==> config.mk <==
export PLATFORM = sky130hd
export DESIGN_NAME = kmp_stream_matcher_unit
export DESIGN_NICKNAME = d
export VERILOG_FILES = /design/src/rtl/core/ksm_pkg.sv /design/src/rtl/core/kmp_stream_matcher_unit.sv /design/src/rtl/core/ksm_cell.sv /design/src/rtl/core/ksm_cell_group.sv
export SDC_FILE = /design/constraint.sdc
export NUM_CORES = 2
export LEC_CHECK = 0
export BUFFER_PORTS_ARGS = -buffer_cell sky130_fd_sc_hd__buf_2
export CAP_MARGIN = 20
export CORE_ASPECT_RATIO = 1.1
export CORE_MARGIN = 2
export CORE_UTILIZATION = 63
export CTS_CLUSTER_DIAMETER = 80
export DETAILED_ROUTE_END_ITERATION = 7
export GPL_ROUTABILITY_DRIVEN = 0
export PLACE_DENSITY = 0.75
export SYNTH_ARGS = -nofsm -noshare
export SYNTH_HDL_FRONTEND = slang
export SYNTH_SLANG_ARGS = --single-unit
==> constraint.sdc <==
create_clock -name aclk -period 3.6 [get_ports aclk]
set_clock_uncertainty 0.05 [all_clocks]
set_input_delay 0.18 -clock aclk [delete_from_list [all_inputs] [get_ports aclk]]
set_output_delay 0.18 -clock aclk [all_outputs]
set_load 0.05 [all_outputs]
==> src/rtl/core/ksm_pkg.sv <==
// Shared constants, types and codes of the streaming KMP matcher.
package ksm_pkg;

    localparam int MAX_PATTERN   = 256;
    localparam int POSITION_BITS = 16;
    localparam int SYMBOL_W      = 8;
    localparam int START_W       = 16;
    localparam int LEN_W         = $clog2(MAX_PATTERN + 1);
    localparam int SUB_W         = (LEN_W > POSITION_BITS) ? LEN_W : POSITION_BITS;
    localparam int GROUP_CELLS   = 16;
    localparam int NUM_GROUPS    = (MAX_PATTERN + GROUP_CELLS - 1) / GROUP_CELLS;

    typedef logic [SYMBOL_W-1:0]      sym_t;
    typedef logic [START_W-1:0]       start_t;
    typedef logic [LEN_W-1:0]         len_t;
    typedef logic [POSITION_BITS-1:0] pos_t;
    typedef logic [SUB_W-1:0]         sub_t;

    typedef enum logic [1:0] {
        CMD_APPEND  = 2'd0,
        CMD_TEXT    = 2'd1,
        CMD_CLEAR   = 2'd2,
        CMD_RESTART = 2'd3
    } command_t;

    typedef enum logic {
        ST_IDLE,
        ST_REDUCE
    } state_t;

    typedef struct packed {
        command_t command;
        sym_t     symbol;
    } in_t;

    typedef struct packed {
        logic   match_found;
        start_t match_start;
        logic   pattern_overflow;
    } out_t;

    typedef struct packed {
        logic fire;
        logic append;
        logic text;
        logic clear;
        logic restart;
        sym_t symbol;
    } cell_op_t;

    typedef struct packed {
        logic valid;
        logic hit;
    } cell_link_t;

endpackage

==> src/rtl/core/kmp_stream_matcher_unit.sv <==
// Top level of the streaming KMP matcher: command decode, counters, reduction, output register.
//
// Input channel (s_valid/s_ready/s_data) carries one command per transaction:
// append a pattern byte, feed a text byte, clear the pattern or restart the
// text position. Every input transaction yields exactly one result
// transaction on the output channel (m_valid/m_ready/m_data): match flag,
// start offset of the completed occurrence, and pattern overflow flag.
// The pattern lives in a row of cells, one byte per cell; each cell keeps the
// flag "the pattern prefix ending here matches the latest text" and updates it
// from its left neighbor on every text byte, so overlapping occurrences are
// all reported.
// Timing: when a transaction is accepted, all cells update and each group
// registers the OR of its cells' match flags; in the REDUCE state this
// two-level reduction ORs the per-group flags into the output register, which
// drives m_valid, once that register is free. No input is taken until then.
// If the receiver stalls, the result waits in the output register; one more
// transaction is accepted, then s_ready stays low until the register frees.
// Reset (aresetn low, synchronous) empties the pattern, zeroes the text
// position and drops any pending result.
module kmp_stream_matcher_unit (
    input  logic          aclk,
    input  logic          aresetn,
    input  logic          s_valid,
    output logic          s_ready,
    input  ksm_pkg::in_t  s_data,
    output logic          m_valid,
    input  logic          m_ready,
    output ksm_pkg::out_t m_data
);

    ksm_pkg::state_t   state_reg;
    ksm_pkg::state_t   state_next;
    ksm_pkg::len_t     len_reg;
    ksm_pkg::len_t     len_next;
    ksm_pkg::pos_t     pos_reg;
    ksm_pkg::pos_t     pos_next;
    ksm_pkg::start_t   start_reg;
    ksm_pkg::start_t   start_next;
    logic              ovf_reg;
    logic              ovf_next;
    ksm_pkg::out_t     out_reg;
    logic              m_valid_reg;

    logic              accept;
    logic              full;
    logic              out_free;
    logic              load_out;
    logic              any_match;
    ksm_pkg::sub_t     diff;
    ksm_pkg::start_t   start_calc;
    ksm_pkg::cell_op_t cell_op;

    ksm_pkg::cell_link_t                 glink_out   [ksm_pkg::NUM_GROUPS];
    logic [ksm_pkg::NUM_GROUPS-1:0]      gfirst_valid;
    logic [ksm_pkg::NUM_GROUPS-1:0]      group_match;

    assign accept   = s_valid & s_ready;
    assign full     = (len_reg == ksm_pkg::len_t'(ksm_pkg::MAX_PATTERN));
    assign out_free = ~m_valid_reg | m_ready;

    assign diff = ksm_pkg::sub_t'(pos_reg)
                - ksm_pkg::sub_t'(len_reg - ksm_pkg::len_t'(1));
    assign start_calc = ksm_pkg::start_t'(diff[ksm_pkg::POSITION_BITS-1:0]);

    always_comb begin
        cell_op.fire    = accept;
        cell_op.append  = accept & (s_data.command == ksm_pkg::CMD_APPEND) & ~full;
        cell_op.text    = accept & (s_data.command == ksm_pkg::CMD_TEXT);
        cell_op.clear   = accept & (s_data.command == ksm_pkg::CMD_CLEAR);
        cell_op.restart = accept & (s_data.command == ksm_pkg::CMD_RESTART);
        cell_op.symbol  = s_data.symbol;
    end

    always_comb begin
        len_next   = len_reg;
        pos_next   = pos_reg;
        start_next = start_reg;
        ovf_next   = ovf_reg;
        if (accept) begin
            ovf_next   = 1'b0;
            start_next = '0;
            case (s_data.command)
                ksm_pkg::CMD_APPEND: begin
                    ovf_next = full;
                    if (!full) begin
                        len_next = len_reg + ksm_pkg::len_t'(1);
                    end
                end
                ksm_pkg::CMD_TEXT: begin
                    start_next = start_calc;
                    pos_next   = pos_reg + ksm_pkg::pos_t'(1);
                end
                ksm_pkg::CMD_CLEAR: begin
                    len_next = '0;
                end
                ksm_pkg::CMD_RESTART: begin
                    pos_next = '0;
                end
                default: begin
                    ovf_next = 1'b0;
                end
            endcase
        end
    end

    always_comb begin
        state_next = state_reg;
        case (state_reg)
            ksm_pkg::ST_IDLE: begin
                if (accept) begin
                    state_next = ksm_pkg::ST_REDUCE;
                end
            end
            ksm_pkg::ST_REDUCE: begin
                if (out_free) begin
                    state_next = ksm_pkg::ST_IDLE;
                end
            end
            default: begin
                state_next = ksm_pkg::ST_IDLE;
            end
        endcase
    end

    always_comb begin
        s_ready  = 1'b0;
        load_out = 1'b0;
        case (state_reg)
            ksm_pkg::ST_IDLE: begin
                s_ready = 1'b1;
            end
            ksm_pkg::ST_REDUCE: begin
                load_out = out_free;
            end
            default: begin
                s_ready  = 1'b0;
                load_out = 1'b0;
            end
        endcase
    end

    always_ff @(posedge aclk) begin
        if (!aresetn) begin
            state_reg   <= ksm_pkg::ST_IDLE;
            len_reg     <= '0;
            pos_reg     <= '0;
            m_valid_reg <= 1'b0;
        end else begin
            state_reg <= state_next;
            len_reg   <= len_next;
            pos_reg   <= pos_next;
            if (load_out) begin
                m_valid_reg <= 1'b1;
            end else if (m_ready) begin
                m_valid_reg <= 1'b0;
            end
        end
    end

    always_ff @(posedge aclk) begin
        start_reg <= start_next;
        ovf_reg   <= ovf_next;
    end

    assign any_match = |group_match;

    always_ff @(posedge aclk) begin
        if (load_out) begin
            out_reg.match_found      <= any_match;
            out_reg.match_start      <= any_match ? start_reg : '0;
            out_reg.pattern_overflow <= ovf_reg;
        end
    end

    for (genvar g = 0; g < ksm_pkg::NUM_GROUPS; g++) begin : g_group
        logic [ksm_pkg::GROUP_CELLS-1:0] present;
        ksm_pkg::cell_link_t             link_in;
        logic                            next_valid;

        for (genvar c = 0; c < ksm_pkg::GROUP_CELLS; c++) begin : g_present
            assign present[c] = (g * ksm_pkg::GROUP_CELLS + c < ksm_pkg::MAX_PATTERN);
        end

        if (g == 0) begin : g_head
            assign link_in = '{valid: 1'b1, hit: 1'b1};
        end else begin : g_link
            assign link_in = glink_out[g-1];
        end

        if (g == ksm_pkg::NUM_GROUPS - 1) begin : g_last
            assign next_valid = 1'b0;
        end else begin : g_mid
            assign next_valid = gfirst_valid[g+1];
        end

        ksm_cell_group u_group (
            .aclk          (aclk),
            .aresetn       (aresetn),
            .op            (cell_op),
            .link_in       (link_in),
            .next_valid_in (next_valid),
            .present       (present),
            .link_out      (glink_out[g]),
            .first_valid   (gfirst_valid[g]),
            .group_match   (group_match[g])
        );
    end

    assign m_valid = m_valid_reg;
    assign m_data  = out_reg;

    a_clear_empties: assert property (@(posedge aclk) disable iff (!aresetn)
        (accept && s_data.command == ksm_pkg::CMD_CLEAR) |=> (len_reg == '0))
        else $error("pattern length not zero after clear");

    a_len_bound: assert property (@(posedge aclk) disable iff (!aresetn)
        len_reg <= ksm_pkg::len_t'(ksm_pkg::MAX_PATTERN))
        else $error("pattern length beyond capacity");

    a_one_at_a_time: assert property (@(posedge aclk) disable iff (!aresetn)
        accept |=> !s_ready)
        else $error("input taken while previous transaction still reducing");

    a_flags_exclusive: assert property (@(posedge aclk) disable iff (!aresetn)
        m_valid_reg |-> !(out_reg.match_found && out_reg.pattern_overflow))
        else $error("match and overflow on the same transaction");

    a_start_zero: assert property (@(posedge aclk) disable iff (!aresetn)
        (m_valid_reg && !out_reg.match_found) |-> (out_reg.match_start == '0))
        else $error("start offset set without a match");

    a_tail_no_hit: assert property (@(posedge aclk) disable iff (!aresetn)
        !glink_out[ksm_pkg::NUM_GROUPS-1].hit)
        else $error("final cell holds a partial match");

endmodule

==> src/rtl/core/ksm_cell.sv <==
// One matcher cell: a pattern byte, its valid flag and its partial-match flag.
module ksm_cell (
    input  logic                aclk,
    input  logic                aresetn,
    input  ksm_pkg::cell_op_t   op,
    input  ksm_pkg::cell_link_t link_in,
    input  logic                next_valid,
    input  logic                present,
    output ksm_pkg::cell_link_t link_out,
    output logic                match
);

    ksm_pkg::sym_t sym_reg;
    logic          valid_reg;
    logic          valid_next;
    logic          hit_reg;
    logic          hit_next;
    logic          sym_equal;
    logic          take;

    assign sym_equal = (sym_reg == op.symbol);
    assign take      = op.append & present & link_in.valid & ~valid_reg;

    always_comb begin
        valid_next = valid_reg;
        hit_next   = hit_reg;
        if (op.clear) begin
            valid_next = 1'b0;
            hit_next   = 1'b0;
        end else if (op.restart) begin
            hit_next = 1'b0;
        end else if (take) begin
            valid_next = 1'b1;
        end else if (op.text) begin
            hit_next = valid_reg & next_valid & link_in.hit & sym_equal;
        end
    end

    assign match = op.text & valid_reg & ~next_valid & link_in.hit & sym_equal;

    always_ff @(posedge aclk) begin
        if (!aresetn) begin
            valid_reg <= 1'b0;
            hit_reg   <= 1'b0;
        end else begin
            valid_reg <= valid_next;
            hit_reg   <= hit_next;
        end
    end

    always_ff @(posedge aclk) begin
        if (take) begin
            sym_reg <= op.symbol;
        end
    end

    assign link_out = '{valid: valid_reg, hit: hit_reg};

endmodule

==> src/rtl/core/ksm_cell_group.sv <==
// A segment of matcher cells with its registered match flag.
module ksm_cell_group (
    input  logic                              aclk,
    input  logic                              aresetn,
    input  ksm_pkg::cell_op_t                 op,
    input  ksm_pkg::cell_link_t               link_in,
    input  logic                              next_valid_in,
    input  logic [ksm_pkg::GROUP_CELLS-1:0]   present,
    output ksm_pkg::cell_link_t               link_out,
    output logic                              first_valid,
    output logic                              group_match
);

    ksm_pkg::cell_link_t                   links [ksm_pkg::GROUP_CELLS+1];
    logic [ksm_pkg::GROUP_CELLS-1:0]       cell_match;
    logic                                  match_reg;
    logic                                  match_next;

    assign links[0] = link_in;

    for (genvar c = 0; c < ksm_pkg::GROUP_CELLS; c++) begin : g_cell
        logic nv;
        if (c == ksm_pkg::GROUP_CELLS - 1) begin : g_tail
            assign nv = next_valid_in;
        end else begin : g_body
            assign nv = links[c+2].valid;
        end
        ksm_cell u_cell (
            .aclk       (aclk),
            .aresetn    (aresetn),
            .op         (op),
            .link_in    (links[c]),
            .next_valid (nv),
            .present    (present[c]),
            .link_out   (links[c+1]),
            .match      (cell_match[c])
        );
    end

    assign match_next = op.fire ? (|cell_match) : match_reg;

    always_ff @(posedge aclk) begin
        if (!aresetn) begin
            match_reg <= 1'b0;
        end else begin
            match_reg <= match_next;
        end
    end

    assign link_out    = links[ksm_pkg::GROUP_CELLS];
    assign first_valid = links[1].valid;
    assign group_match = match_reg;

endmodule
==> impl_metrics.env <==
export IMPL_timing_hold_worst_class="input pin to flop"
export IMPL_relSlewSlack_pct=24.15
export IMPL_vias=66648
export IMPL_worst_setup_hold_path_clk_slew_ps=60
export IMPL_maxSlewViolCount=0
export IMPL_hold_path_depth=4
export IMPL_synthesis_area_um2=111700
export IMPL_synth_net_count=8241
export IMPL_cell_type_group_with_the_largest_total_delay_on_the_critical_path="simple AND/OR/NAND/NOR gates"
export IMPL_clock_path_buffers=4
export IMPL_maximum_capacitance_violations=0
export IMPL_post_route_period_util_pct=88.36
export IMPL_cts_root_buffer="sky130_fd_sc_hd__clkbuf_16"
export IMPL_critical_path_top_cell_by_count="sky130_fd_sc_hd__nor2_1"
export IMPL_gr_usage_met1_pct=37.74
export IMPL_combinationalPowerShare_pct=5.3
export IMPL_vias_in_the_first_global_route=67437
export IMPL_clock_sinks=2637
export IMPL_post_synth_inst_count=8207
export IMPL_remaining_drc_errors=0
export IMPL_setup_slack_placement_ps=440.3
export IMPL_leading_cell_type_in_the_layout_fill_and_taps_excluded="sky130_fd_sc_hd__edfxtp_1"
export IMPL_final_ws_setup_ps=418.9
export IMPL_yosysSeqAreaShare_pct=65.91
export IMPL_timing_hold_ws_ps=106.1
export IMPL_vias_per_cell=5.996
export IMPL_finalInstanceArea_um2=125000
export IMPL_antenna_diode_count=0
export IMPL_wirelength_mm=244.8
export IMPL_setup_worst_path_start_class="flop"
export IMPL_crit_path_start="len_reg[2]"
export IMPL_layout_drive_gt1_share_pct=9.694
export IMPL_switching_power_mw=13.34
export IMPL_seq_power_share_pct=52.1
export IMPL_cts_htree_levels=5
export IMPL_ys_types=85
export IMPL_postCtsSetupBuffers=0
export IMPL_cellLeakagePower_nw=39.76
export IMPL_final_net_count=8572
export IMPL_timing_fmax_mhz=314.4
export IMPL_hold_path_startpoint="m_ready"
export IMPL_detailedPlacementHpwl_mm=146.3
export IMPL_synthFlopType="sky130_fd_sc_hd__edfxtp_1"
export IMPL_end_kind="flop"
export IMPL_hold_viol_final=0
export IMPL_yosysWarnings=0
export IMPL_drtIter0Drc=6166
export IMPL_post_synth_cell_area_avg_um2=13.61
export IMPL_routed_wire_length_per_instance_um=22.02
export IMPL_start_util_pct=63.21
export IMPL_grt_usage_pct=27.09
export IMPL_cts_buffers_inserted=275
export IMPL_finalCriticalPeriod_ps=3181
export IMPL_numPortBuffers=33
export IMPL_grt_max_degree=132
export IMPL_number_of_antenna_violations_at_the_first_check_in_global_routing=3
export IMPL_io_count=34
export IMPL_rr_worst_depth=11
export IMPL_critPathArrivalTime_ps=3780
export IMPL_grt_first_pass_wirelength_mm=384.0
export IMPL_final_cells=11115
export IMPL_final_cell_mix="sky130_fd_sc_hd__edfxtp_1, sky130_fd_sc_hd__xnor2_1, sky130_fd_sc_hd__xor2_1"
export IMPL_cts_tree="done"
export IMPL_status="complete, no violations"
export IMPL_critical_path_max_fanout=6
export IMPL_timing_critical_path_slowest_stage_cell="sky130_fd_sc_hd__or4_1"
export IMPL_share_of_total_power_consumed_by_net_switching_pct=21.15
export IMPL_gr_usage_met2_pct=44.48
export IMPL_crit_type="flop to flop"
export IMPL_worst_ir_drop_vdd_uv=575.7
export IMPL_die_height_um=445.7
export IMPL_chipWidth_um=405.5
export IMPL_synth_enable_flop_cells=2083
export IMPL_core_area_um2=176800
export IMPL_core_rowCount=162
export IMPL_cell_internal_pwr_mw=49.74
export IMPL_worstPathRequired_ps=4200
export IMPL_critPathMaxStageDelay_ps=480
export IMPL_worstReg2RegStart="len_reg[2]"
export IMPL_use_met3_pct=3.735
export IMPL_placed_cells_incl_taps=10529
export IMPL_sequence_of_cells_on_the_critical_path="nor2_1, nand3_1, nor4_1, xnor2_1, ha_1, or4_1, nor3_1, o21ai_0, a41oi_1, xor2_1, nor2_1"
export IMPL_ant_nets=0
export IMPL_setup_tns_final_ps=0
export IMPL_hold_path_endpoint="m_valid"
export IMPL_grt_overflow=0
export IMPL_area_growth_syn_to_layout_pct=11.90
export IMPL_clkPwrFrac_pct=42.6
export IMPL_share_of_flip_flops_with_an_asynchronous_set_or_reset_after_synthesis_pct=0
export IMPL_max_slew_worst_pin_slew_ps=1129
export IMPL_rsz_0062_raised_after_global_routing="false"
export IMPL_num_fill_cells=11585
export IMPL_yosys_register_bits=2637
export IMPL_regToRegEndpoint="start_reg[13]"
export IMPL_clk_latency_ps=900
export IMPL_largest_reg_flops=2048
export IMPL_path_buf_inv=0
export IMPL_grt_busiest_layer="met2"
export IMPL_reg2reg_slack_ps=420
export IMPL_detailedRoute_firstPassIterationCount=6
export IMPL_power_per_cell_area_nw_per_um2=504.6
export IMPL_fp_dieArea_um2=180700
export IMPL_post_dp_cell_area_um2=115900
export IMPL_timing_final_setup_violations=0
how the worst max path moves through the flow:
stage / to / slack, ps / cells past startpoint
after floorplan: g_group[15].u_group.g_cell[6].u_cell.sym_reg[0] / 770 / 7
after global placement: start_reg[13] / 360 / 11
after detailed placement: start_reg[13] / 440 / 11
after CTS: start_reg[13] / 430 / 11
after global routing: start_reg[13] / 160 / 11
final: start_reg[13] / 420 / 11
power groups by stage:
stage,Combinational [mW],Clock [mW],Sequential (mW)
finish,3.37,26.9,32.9
global route,3.61,28.4,32.9
CTS,3.39,27.2,32.9
detailed placement,3.35,0,33.5
global placement,3.26,0,33.5
floorplan,1.98,0,33.6
routing by layer:
layer	up-vias	wire [um]
li1	30480	-
met1	33390	104000
met2	2325	118000
met3	451	15970
met4	2	6811
met5	-	9
repair_timing:
item | CTS | global route
hold buffers | 14 | 0
setup endpoints to repair | 0 | 0
resized for setup | 0 | 0
hold endpoints to repair | 1237 | 0
cell families after synthesis:
kind of cell | Yosys count | synth area share, %
AND/OR/NAND/NOR | 2278 | 10.83
buffers and inverters | 501 | 2.821
flip-flops | 2637 | 65.91
multiplexers | 1 | 0.01008
AO/OA/AOI/OAI | 696 | 3.932
XOR/XNOR | 2074 | 16.27
adder cells (fa/ha/maj) | 20 | 0.2307
stage by stage:
| stage | util, % | power [mW] |
|---|---|---|
| finish | 70.73 | 63.08 |
| global route | 70.73 | 64.87 |
| CTS | 70.43 | 63.45 |
| detailed placement | 65.56 | 36.87 |
| global placement | 65.56 | 36.78 |
| floorplan | - | 35.56 |
layout make-up:
class,count,area (um2),share of cell area [%]
sequential,2637,73640,58.90
multi-input combinational,5069,35020,28.01
clock buffer,405,7955,6.363
timing repair buffer,470,4597,3.677
tap,2378,2975,2.380
clock inverter,71,513.0,0.4103
inverter,85,319.1,0.2552
synth_stat cells, drive strengths merged (6+ instances only):
library cell	number	area share (%)
o32ai	9	0.071
edfxtp	2083	56
inv	84	0.28
o31ai	6	0.040
and3b	10	0.078
and2	36	0.20
or3	19	0.11
nand2	460	1.5
or4	18	0.12
xor2	827	6.5
a21o	7	0.047
o21ai	148	0.67
nand2b	34	0.19
o32a	7	0.063
nor3b	113	0.76
xnor2	1247	9.8
and3	91	0.51
a22oi	13	0.087
dfxtp	554	9.9
clkbuf	151	0.51
nor2b	23	0.13
nand3	441	2.0
buf	265	2.0
o22ai	30	0.17
a2111oi	11	0.092
a22o	116	0.91
a31oi	8	0.045
a21oi	276	1.2
ha	19	0.21
nand4	285	1.6
nor4	235	1.3
nor3	302	1.4
o221ai	10	0.078
nor2	170	0.57
worst register-to-register path, cell delays in order, from the launching register on:
cell	delay, ps
sky130_fd_sc_hd__dfxtp_1	370
sky130_fd_sc_hd__nor2_1	230
sky130_fd_sc_hd__nand3_1	170
sky130_fd_sc_hd__nor4_1	280
sky130_fd_sc_hd__xnor2_1	110
sky130_fd_sc_hd__ha_1	230
sky130_fd_sc_hd__or4_1	480
sky130_fd_sc_hd__nor3_1	220
sky130_fd_sc_hd__o21ai_0	240
sky130_fd_sc_hd__a41oi_1	310
sky130_fd_sc_hd__xor2_1	180
sky130_fd_sc_hd__nor2_1	60
(Power assumes the default switching activity.)
